## src/rtl/trc_pkg.sv

```systemverilog
package trc_pkg;

    typedef struct packed {
        logic        command;
        logic [2:0]  channel;
        logic [31:0] now_ms;
    } trc_item_t;

    typedef struct packed {
        logic [2:0]  channel_res;
        logic [14:0] rpm;
        logic        last;
    } trc_result_t;

    localparam logic CMD_EDGE = 1'b0;
    localparam logic CMD_READ = 1'b1;

    localparam logic REG_CHANNEL_COUNT = 1'b0;
    localparam logic REG_PPR           = 1'b1;

    localparam int NUM_W = 48;   // edges * 60000
    localparam int DEN_W = 40;   // ppr * elapsed_ms
    localparam int RPM_W = 15;
    localparam int DSH_W = DEN_W + RPM_W;

    localparam logic [15:0]      MS_PER_MIN = 16'd60000;
    localparam logic [RPM_W-1:0] RPM_MAX    = 15'd32767;

    typedef enum logic [2:0] {
        S_IDLE,
        S_MUL,
        S_DIV_GO,
        S_DIV_WAIT,
        S_PUSH
    } trc_state_t;

    typedef struct packed {
        logic start;
    } trc_div_ctrl_t;

    typedef struct packed {
        logic busy;
        logic done;
    } trc_div_stat_t;

endpackage

```

## src/rtl/tachometer_rpm_calculator.sv

```systemverilog
// Multi-channel fan tachometer. An edge transaction bumps one channel's
// 32-bit edge counter without leaving the idle state, so the block is ready
// again in the next cycle. A read transaction latches the elapsed time since
// the previous read and then walks the channels in use in order: for each
// one it forms edges*60000 and ppr*elapsed_ms (ppr = pulses per revolution),
// clears the counter, and runs a 16-step restoring divider that is shared by
// all channels. Per channel the sequencer runs S_MUL, S_DIV_GO, S_DIV_WAIT
// and S_PUSH; item_stall is high for the whole read, result stalls included.
// The divider makes one quotient bit per cycle. The rpm is truncated and
// saturates at 32767; it is 0 when elapsed time or ppr is zero. A result
// may sit in the output register while the next channel is being computed.
module tachometer_rpm_calculator
    import trc_pkg::*;
#(
    parameter int CHANNELS = 6
)
(
    input  logic        clk,
    input  logic        rst_n,
    input  logic        item_valid,
    output logic        item_stall,
    input  trc_item_t   item,
    output logic        result_valid,
    input  logic        result_stall,
    output trc_result_t result,
    input  logic        wr_en,
    input  logic        wr_index,
    input  logic [7:0]  wr_data
);

    trc_state_t       state_reg, state_next;
    logic [2:0]       cc_reg, cc_next;
    logic [7:0]       ppr_reg, ppr_next;
    logic [31:0]      last_ms_reg, last_ms_next;
    logic [31:0]      elapsed_reg, elapsed_next;
    logic [2:0]       idx_reg, idx_next;
    logic [2:0]       last_idx_reg, last_idx_next;
    logic [NUM_W-1:0] num_reg, num_next;
    logic [DEN_W-1:0] den_reg, den_next;
    trc_result_t      result_reg, result_next;
    logic             result_valid_reg, result_valid_next;

    logic             item_accept;
    logic             inc_en;
    logic             clr_en;
    logic [31:0]      count;
    logic [2:0]       n_act;
    logic             slot_free;
    trc_div_ctrl_t    div_ctrl;
    trc_div_stat_t    div_stat;
    logic [RPM_W-1:0] quot;

    assign item_stall  = (state_reg != S_IDLE);
    assign item_accept = item_valid && !item_stall;
    assign inc_en      = item_accept && (item.command == CMD_EDGE);
    assign slot_free   = !result_valid_reg || !result_stall;

    always_comb
    begin
        if (cc_reg == 3'd0)
        begin
            n_act = 3'd1;
        end
        else if (int'(cc_reg) > CHANNELS)
        begin
            n_act = 3'(CHANNELS);
        end
        else
        begin
            n_act = cc_reg;
        end
    end

    trc_counters #(
        .CHANNELS (CHANNELS)
    ) u_counters (
        .clk    (clk),
        .rst_n  (rst_n),
        .inc_en (inc_en),
        .inc_ch (item.channel),
        .clr_en (clr_en),
        .sel    (idx_reg),
        .count  (count)
    );

    trc_div u_div (
        .clk   (clk),
        .rst_n (rst_n),
        .ctrl  (div_ctrl),
        .num   (num_reg),
        .den   (den_reg),
        .stat  (div_stat),
        .quot  (quot)
    );

    // Config writes
    always_comb
    begin
        cc_next  = cc_reg;
        ppr_next = ppr_reg;
        if (wr_en)
        begin
            case (wr_index)
                REG_CHANNEL_COUNT: cc_next  = wr_data[2:0];
                REG_PPR:           ppr_next = wr_data;
                default:           ;
            endcase
        end
    end

    // Sequencer
    always_comb
    begin
        state_next        = state_reg;
        last_ms_next      = last_ms_reg;
        elapsed_next      = elapsed_reg;
        idx_next          = idx_reg;
        last_idx_next     = last_idx_reg;
        num_next          = num_reg;
        den_next          = den_reg;
        result_next       = result_reg;
        result_valid_next = result_valid_reg && result_stall;
        clr_en            = 1'b0;
        div_ctrl.start    = 1'b0;
        case (state_reg)
            S_IDLE:
            begin
                if (item_accept && item.command == CMD_READ)
                begin
                    elapsed_next  = item.now_ms - last_ms_reg;
                    last_ms_next  = item.now_ms;
                    idx_next      = '0;
                    last_idx_next = n_act - 3'd1;
                    state_next    = S_MUL;
                end
            end
            S_MUL:
            begin
                num_next   = NUM_W'(count) * NUM_W'(MS_PER_MIN);
                den_next   = DEN_W'(ppr_reg) * DEN_W'(elapsed_reg);
                clr_en     = 1'b1;
                state_next = S_DIV_GO;
            end
            S_DIV_GO:
            begin
                div_ctrl.start = 1'b1;
                state_next     = S_DIV_WAIT;
            end
            S_DIV_WAIT:
            begin
                if (div_stat.done)
                begin
                    state_next = S_PUSH;
                end
            end
            S_PUSH:
            begin
                if (slot_free)
                begin
                    result_next.channel_res = idx_reg;
                    result_next.rpm         = quot;
                    result_next.last        = (idx_reg == last_idx_reg);
                    result_valid_next       = 1'b1;
                    if (idx_reg == last_idx_reg)
                    begin
                        state_next = S_IDLE;
                    end
                    else
                    begin
                        idx_next   = idx_reg + 3'd1;
                        state_next = S_MUL;
                    end
                end
            end
            default:
            begin
                state_next = S_IDLE;
            end
        endcase
    end

    always_ff @(posedge clk or negedge rst_n)
    begin
        if (!rst_n)
        begin
            state_reg        <= S_IDLE;
            cc_reg           <= 3'd1;
            ppr_reg          <= 8'd2;
            last_ms_reg      <= '0;
            result_valid_reg <= 1'b0;
            idx_reg          <= '0;
            last_idx_reg     <= '0;
        end
        else
        begin
            state_reg        <= state_next;
            cc_reg           <= cc_next;
            ppr_reg          <= ppr_next;
            last_ms_reg      <= last_ms_next;
            result_valid_reg <= result_valid_next;
            idx_reg          <= idx_next;
            last_idx_reg     <= last_idx_next;
        end
    end

    always_ff @(posedge clk)
    begin
        elapsed_reg <= elapsed_next;
        num_reg     <= num_next;
        den_reg     <= den_next;
        result_reg  <= result_next;
    end

    assign result_valid = result_valid_reg;
    assign result       = result_reg;

endmodule

```

## src/rtl/trc_counters.sv

```systemverilog
module trc_counters
    import trc_pkg::*;
#(
    parameter int CHANNELS = 6
)
(
    input  logic        clk,
    input  logic        rst_n,
    input  logic        inc_en,
    input  logic [2:0]  inc_ch,
    input  logic        clr_en,
    input  logic [2:0]  sel,
    output logic [31:0] count
);

    logic [31:0] count_reg [CHANNELS];
    logic [31:0] count_next [CHANNELS];

    // Each counter has its own incrementer and clear; an edge on a channel
    // beyond the bank matches no entry and is dropped.
    always_comb
    begin
        for (int k = 0; k < CHANNELS; k++)
        begin
            count_next[k] = count_reg[k];
            if (clr_en && int'(sel) == k)
            begin
                count_next[k] = '0;
            end
            else if (inc_en && int'(inc_ch) == k)
            begin
                count_next[k] = count_reg[k] + 32'd1;
            end
        end
    end

    always_ff @(posedge clk or negedge rst_n)
    begin
        if (!rst_n)
        begin
            for (int k = 0; k < CHANNELS; k++)
            begin
                count_reg[k] <= '0;
            end
        end
        else
        begin
            for (int k = 0; k < CHANNELS; k++)
            begin
                count_reg[k] <= count_next[k];
            end
        end
    end

    always_comb
    begin
        count = '0;
        for (int k = 0; k < CHANNELS; k++)
        begin
            if (int'(sel) == k)
            begin
                count = count_reg[k];
            end
        end
    end

endmodule

```

## src/rtl/trc_div.sv

```systemverilog
module trc_div
    import trc_pkg::*;
(
    input  logic             clk,
    input  logic             rst_n,
    input  trc_div_ctrl_t    ctrl,
    input  logic [NUM_W-1:0] num,
    input  logic [DEN_W-1:0] den,
    output trc_div_stat_t    stat,
    output logic [RPM_W-1:0] quot
);

    // Restoring division, one quotient bit per cycle. The first step tests
    // bit 15: if it would be set the quotient saturates.
    localparam int STEPS = RPM_W + 1;
    localparam int CNT_W = $clog2(STEPS);

    logic [NUM_W-1:0] rem_reg, rem_next;
    logic [DSH_W-1:0] dsh_reg, dsh_next;
    logic [RPM_W-1:0] q_reg, q_next;
    logic [CNT_W-1:0] cnt_reg, cnt_next;
    logic             busy_reg, busy_next;
    logic             done_reg, done_next;
    logic             zero_reg, zero_next;

    logic [DSH_W:0]   diff;
    logic             ge;

    assign diff = {{(DSH_W + 1 - NUM_W){1'b0}}, rem_reg} - {1'b0, dsh_reg};
    assign ge   = !diff[DSH_W];

    always_comb
    begin
        rem_next  = rem_reg;
        dsh_next  = dsh_reg;
        q_next    = q_reg;
        cnt_next  = cnt_reg;
        busy_next = busy_reg;
        done_next = 1'b0;
        zero_next = zero_reg;
        if (ctrl.start)
        begin
            rem_next  = num;
            dsh_next  = {den, {RPM_W{1'b0}}};
            q_next    = '0;
            cnt_next  = '0;
            busy_next = 1'b1;
            zero_next = (den == '0);
        end
        else if (busy_reg)
        begin
            if (zero_reg)
            begin
                q_next    = '0;
                busy_next = 1'b0;
                done_next = 1'b1;
            end
            else if (cnt_reg == '0 && ge)
            begin
                q_next    = RPM_MAX;
                busy_next = 1'b0;
                done_next = 1'b1;
            end
            else
            begin
                if (ge)
                begin
                    rem_next = diff[NUM_W-1:0];
                end
                q_next   = {q_reg[RPM_W-2:0], ge};
                dsh_next = dsh_reg >> 1;
                cnt_next = cnt_reg + 1'b1;
                if (cnt_reg == CNT_W'(STEPS - 1))
                begin
                    busy_next = 1'b0;
                    done_next = 1'b1;
                end
            end
        end
    end

    always_ff @(posedge clk or negedge rst_n)
    begin
        if (!rst_n)
        begin
            busy_reg <= 1'b0;
            done_reg <= 1'b0;
            cnt_reg  <= '0;
        end
        else
        begin
            busy_reg <= busy_next;
            done_reg <= done_next;
            cnt_reg  <= cnt_next;
        end
    end

    always_ff @(posedge clk)
    begin
        rem_reg  <= rem_next;
        dsh_reg  <= dsh_next;
        q_reg    <= q_next;
        zero_reg <= zero_next;
    end

    assign stat.busy = busy_reg;
    assign stat.done = done_reg;
    assign quot      = q_reg;

endmodule

```

## config.mk

```make
export PLATFORM = sky130hd
export DESIGN_NAME = tachometer_rpm_calculator
export DESIGN_NICKNAME = d
export VERILOG_FILES = /design/src/rtl/trc_pkg.sv /design/src/rtl/tachometer_rpm_calculator.sv /design/src/rtl/trc_counters.sv /design/src/rtl/trc_div.sv
export SDC_FILE = /design/constraint.sdc
export NUM_CORES = 2
export LEC_CHECK = 0
export ABC_CLOCK_PERIOD_IN_PS = 9900
export BUFFER_PORTS_ARGS = -buffer_cell sky130_fd_sc_hd__buf_4
export CORE_MARGIN = 5
export CORE_UTILIZATION = 60
export CTS_CLUSTER_DIAMETER = 60
export DETAILED_ROUTE_END_ITERATION = 16
export GPL_ROUTABILITY_DRIVEN = 0
export PLACE_DENSITY = 0.77
export SETUP_SLACK_MARGIN = 0.3
export SLEW_MARGIN = 20
export SYNTH_ARGS = -nofsm -noshare
export SYNTH_HDL_FRONTEND = slang
export SYNTH_SLANG_ARGS = --single-unit
```

## constraint.sdc

```tcl
create_clock -name clk -period 9.9 [get_ports clk]
set_input_delay 0.495 -clock clk [delete_from_list [all_inputs] [get_ports clk]]
set_output_delay 0.495 -clock clk [all_outputs]
set_load 0.02 [all_outputs]
```

Word-level counts from Yosys, hierarchy flattened
Cells that the tools add are included.
{"block": "totals", "regBits": 504, "output_inout_bits": 21, "input_bits": 50, "word_cells": 173}
{"block": "op_classes", "n_eq_ne": 23, "order_cmp": 1, "n_mux": 58, "bitwise": 4, "n_mul": 2, "n_reduce_logical": 46, "addsub": 11}
{"op": "$mux W32", "count": 18}
{"op": "$mux W48", "count": 5}
{"op": "$mux W55", "count": 4}
{"op": "$add A32 B1 Y32 const B", "count": 6}
{"op": "$sub A48 B55 Y56", "count": 1}
{"op": "$mul A32 B11 Y43 const B", "count": 1}
{"op": "$logic_not A40 Y1", "count": 1}
{"op": "$mul A8 B32 Y40", "count": 1}
{"op": "$sub A32 B32 Y32", "count": 1}
{"op": "$mux W15", "count": 2}
{"op": "$eq A3 B3 Y1 const B", "count": 9}
{"op": "$mux W3", "count": 8}
{"op": "$logic_and A1 B1 Y1", "count": 17}
{"op": "$mux W4", "count": 4}
{"op": "$reduce_bool A2 Y1", "count": 8}
{"op": "$mux W1", "count": 15}
{"op": "$pmux W3 S5", "count": 1}
{"op": "$eq A3 B2 Y1 const B", "count": 4}
{"op": "$logic_not A3 Y1", "count": 4}
{"op": "$ne A2 B2 Y1 const B", "count": 6}
{"op": "$reduce_and A3 Y1", "count": 3}
{"op": "$reduce_and A2 Y1", "count": 4}
{"op": "$reduce_and A4 Y1", "count": 2}
{"op": "$pmux W3 S2", "count": 1}
{"op": "other kinds (13)", "count": 19}

Depth between registers and ports, before layout
{"block": "depth", "word_depth": 8, "mapped_depth": 31, "depth_no_buf": 28}

Hierarchy
A second synthesis with hierarchy kept.
{"block": "hier_totals", "hier_cells": 4617, "area_unflattened_um2": 43287.8}
{"mod": "tachometer_rpm_calculator", "cells_each": 2285, "area_each_um2": 22509.1, "n_inst": 1, "seq_area_each_um2": 5352.6}
{"mod": "trc_counters", "cells_each": 1364, "area_each_um2": 12192.9, "n_inst": 1, "seq_area_each_um2": 4804.6}
{"mod": "trc_div", "cells_each": 968, "area_each_um2": 8585.7, "n_inst": 1, "seq_area_each_um2": 3423.3}

Worst setup path after synthesis
No wires, ideal clock.
{"block": "synth_path", "path_type": "reg-to-reg", "startpoint": "reg idx_reg[0]", "endpoint": "reg num_reg[47], data pin", "setup_time_ns": 0.260, "path_buffers": 3, "period_less_slack_ns": 7.304, "arrival_ns": 7.044, "path_slack_ns": 2.596, "required_time_ns": 9.640, "path_stages_with_launch": 28, "cell_sequence": "dfrtp_1 inv_1 ha_1 nor2b_1 clkbuf_1 clkbuf_1 clkbuf_1 a221oi_1 o311ai_0 o21ai_0 o21ai_0 fa_1 fa_1 ha_1 xnor2_1 fa_1 fa_1 inv_1 ha_1 o21ai_0 nor2_1 nand4_1 a21oi_1 a31oi_1 o311ai_0 a31oi_1 o21bai_1 xnor2_1"}
{"block": "synth_via", "elab_chain_len": 8, "word_cells_on_any_way": 13, "cone_classes": "mul (1); eq/ne (5); mux (6); reduce/logical (1)"}
{"element": "start: declaration", "line_no": "tachometer_rpm_calculator.sv:36", "source": "logic [2:0] idx_reg, idx_next;"}
{"element": "start signal: assignment", "line_no": "tachometer_rpm_calculator.sv:201", "source": "idx_reg <= idx_next;"}
{"element": "$logic_not A3 Y1", "line_no": "trc_counters.sv:60", "source": "if (int'(sel) == k)"}
{"element": "$mux W32 (5 in series)", "line_no": "trc_counters.sv:60"}
{"element": "$mux W32 (*)", "line_no": "trc_counters.sv:60"}
{"element": "via count[0]", "line_no": "tachometer_rpm_calculator.sv:46", "source": "logic [31:0] count;"}
{"element": "$mul A32 B11 Y43 (*)", "line_no": "tachometer_rpm_calculator.sv:139", "source": "num_next = NUM_W'(count) * NUM_W'(MS_PER_MIN);"}
{"element": "end signal: assignment", "line_no": "tachometer_rpm_calculator.sv:209", "source": "num_reg <= num_next;"}
{"element": "end: declaration", "line_no": "tachometer_rpm_calculator.sv:38", "source": "logic [NUM_W-1:0] num_reg, num_next;"}
Mark *: on every way through the listed nets, which the timed path passes. The rest lies on a longest branch.
A chain may end at the register's enable or synchronous reset.

Worst setup path in the final report
{"block": "layout_path", "startpoint": "reg idx_reg[0]", "endpoint": "reg num_reg[40], data pin"}
{"block": "layout_via", "elab_chain_len": 8, "word_cells_on_any_way": 13, "cone_classes": "mul (1); eq/ne (5); mux (6); reduce/logical (1)"}
{"element": "$logic_not A3 Y1", "line_no": "trc_counters.sv:60"}
{"element": "$mux W32 (5 in series)", "line_no": "trc_counters.sv:60"}
{"element": "$mux W32 (*)", "line_no": "trc_counters.sv:60"}
{"element": "$mul A32 B11 Y43 (*)", "line_no": "tachometer_rpm_calculator.sv:139"}
Every way passes the cells marked *; elsewhere a longest branch is shown, timed or not.

==> reports/results.ini <==
[outcome]
status=finished, final reports clean

[setup_path]
cp.required_ps=10270
worst-setup-path-type=flop to flop
cp-start-kind=flop
crit_fanout=17
cp.arrival_ps=9020
worstSetupEndpointType=flop
worst-r2r-setup-slack_ps=1260

[timing]
timing.fmax_mhz=115.7
hold_viol=0
setup_viol=0
skew_ps=41.95
tns_ps=0
rsz0062_at_grt=no
slew-limit-headroom=0.2534
fin_crit_sh=0.8731
slew_violations=0
finalCriticalPeriod_ps=8644
tightestPinTransition_ps=1120

[job]
max_cap_viol_count=0

[routing]
dr.first_iter.drc_count=2763
drt_pass1_iterations=5
ant_nets=0
drt-total-wl_mm=92.07
vias_per_cell=5.879
wl_per_cell_um=17.63
via_count=30707
drc_errors=0

[layout]
drive_above_1_share=0.06483
antenna_cells=0
nets=4914
largest_reg_flops=192
area_growth_pct=8.323

[placed_design]
port_buffers=70
hpwl_mm=69.71

[synthesis]
avgSynthCellArea_um2=9.416
yosysUniqueCellTypes=87
syn_area_um2=40440
syn-instance-count=4295
synth_flop_cell=dfrtp_1
synth_enable_flop_cells=223
ys.warnings.count=0
ys_seq_area_frac=0.3358
ys_seq_elements=504
async_flop_share=0.4980
syn_nets=4907

[clocking]
cts_buffers=59
clockBufferDepth=3
clkLatencyLatePin_ps=640
clk_pin_slew_ps=60
root_buffer=clkbuf_16
clock-sinks=504
cts_resized=0
cts_tree=yes
cts_htree_levels=2

[die]
dieArea_um2=72690
initial_utilization=0.6032
die_h_um=269.6
die_w_um=269.6
num_rows=95
coreArea_um2=67040
ioPinCount=71

[global_route]
grt_start_max_net_pins=119
track_usage=0.2543
antenna_found_initial=2
first_global_vias=30621
grt_pass1_wl_mm=155.8
overflow=0

[min_path]
hp-class=input pin to flop

## worst max-delay path, stage by stage, from the launching register on
cell       delay, ps
dfrtp_1          430
inv_1            150
ha_1             180
nand2_1          100
nor2_2           550
a221oi_1         200
o311ai_0         550
o21ai_0          210
o21ai_1          850
xor2_1           280
xor2_1           240
fa_1             550
inv_1             60
fa_1             530
fa_1             460
fa_1             550
inv_1             50
ha_1             340
and3_1           230
and2_1           190
a2111oi_0        380
o21ai_1          150
a211oi_1         250
o21ba_2          180
o21ai_1          100
a221o_1          350
a21oi_1          170
xnor2_1           90
## path summary, 6_finish.rpt
kind | start | end | cells past startpoint
setup / recovery | idx_reg[0] | num_reg[40] | 27
hold / removal | item[21] | last_ms_reg[21] | 3
setup reg to reg | idx_reg[0] | num_reg[40] | 27
hold reg to reg | u_div.quot[14] | result[15] | 0
max in group asynchronous | rst_n | u_counters.count_reg[7] | 3
min in group asynchronous | rst_n | last_ms_reg[26] | 2
## Yosys cell counts (all sizes together), types with 18 or more instances
library cell	instances	area share
a221oi	37	0.0080
fa	294	0.15
nand3b	20	0.0037
xor2	183	0.040
nand4	56	0.0087
o211ai	27	0.0051
o311ai	53	0.011
a211oi	19	0.0035
nand2	553	0.051
a21oi	201	0.025
a21o	92	0.017
nor2b	26	0.0040
nor3	29	0.0036
a31oi	19	0.0029
or3	32	0.0050
o21ai	221	0.027
nor4	19	0.0032
o31ai	42	0.010
nand2b	32	0.0050
edfxtp	223	0.17
dfxtp	30	0.015
and2	136	0.021
and4	18	0.0039
and3	51	0.0079
clkbuf	147	0.014
ha	268	0.083
inv	449	0.042
nand3	99	0.012
xnor2	153	0.033
mux2i	20	0.0050
dfrtp	249	0.15
nor2	359	0.034
## placed cells by master (no fill, tap or decap), types with 15 or more instances in the layout
cell type,count
inv_1,445
xor2_1,183
mux2i_1,20
and4_1,18
nand4_1,56
a21o_1,92
o311ai_0,38
and3_1,51
nand3b_1,20
a31oi_1,19
nand2_1,551
a221oi_1,37
o31ai_2,20
xnor2_1,153
and2_1,135
nor2b_1,24
dfrtp_1,246
nor4_1,17
a211oi_1,19
buf_4,107
or3_1,32
o31ai_1,22
edfxtp_1,223
fa_1,294
nand2b_1,31
o21ai_1,37
o211ai_1,26
ha_1,267
nand3_1,97
clkbuf_16,62
a21oi_1,200
nor3_1,29
dfxtp_1,30
o311ai_1,15
o21ai_0,182
nor2_1,351
## metrics by stage
step / setup WS, ps / utilization / hold slack (ps) / area, um2 / instances
after floorplan: 2596 / - / 199.4 / 40440 / 4295
after global placement: 1624 / 0.6226 / 422.8 / 41740 / 5112
after detailed placement: 1406 / 0.6228 / 419.2 / 41750 / 5113
after CTS: 1369 / 0.6534 / 46.59 / 43800 / 5223
after global routing: 783.5 / 0.6534 / 76.11 / 43810 / 5223
final: 1256 / 0.6534 / 74.27 / 43810 / 5223
## logic make-up after synthesis
logic type,share of synthesized area
flops,0.3358
xor+xnor,0.07277
simple gates,0.1695
mux,0.008013
fa+ha+maj,0.2294
buf+inv,0.05789
compound gates,0.1265
## area by class of cell
cell class	count	area [um2]
Multi-Input combinational cell	3178	24560
Sequential cell	504	13580
Inverter	449	1689
Fill cell	5405	23230
Clock inverter	23	266.5
Tap cell	873	1092
Timing Repair Buffer	110	843.3
Clock buffer	86	1772
## routing by layer
layer  share of wire  GRT usage
met1            0.46     0.3751
met2            0.45     0.4011
met3           0.064    0.03521
met4           0.025    0.06598
met5               0          0
## timing repair
action | in CTS | in global routing
endpoints found under the hold margin | 11 | 0
buffers inserted | 0 | 0
hold buffers | 1 | 0
Power is not shown: default switching activity piles up to over one toggle a cycle in this logic, so the estimate is an artifact.
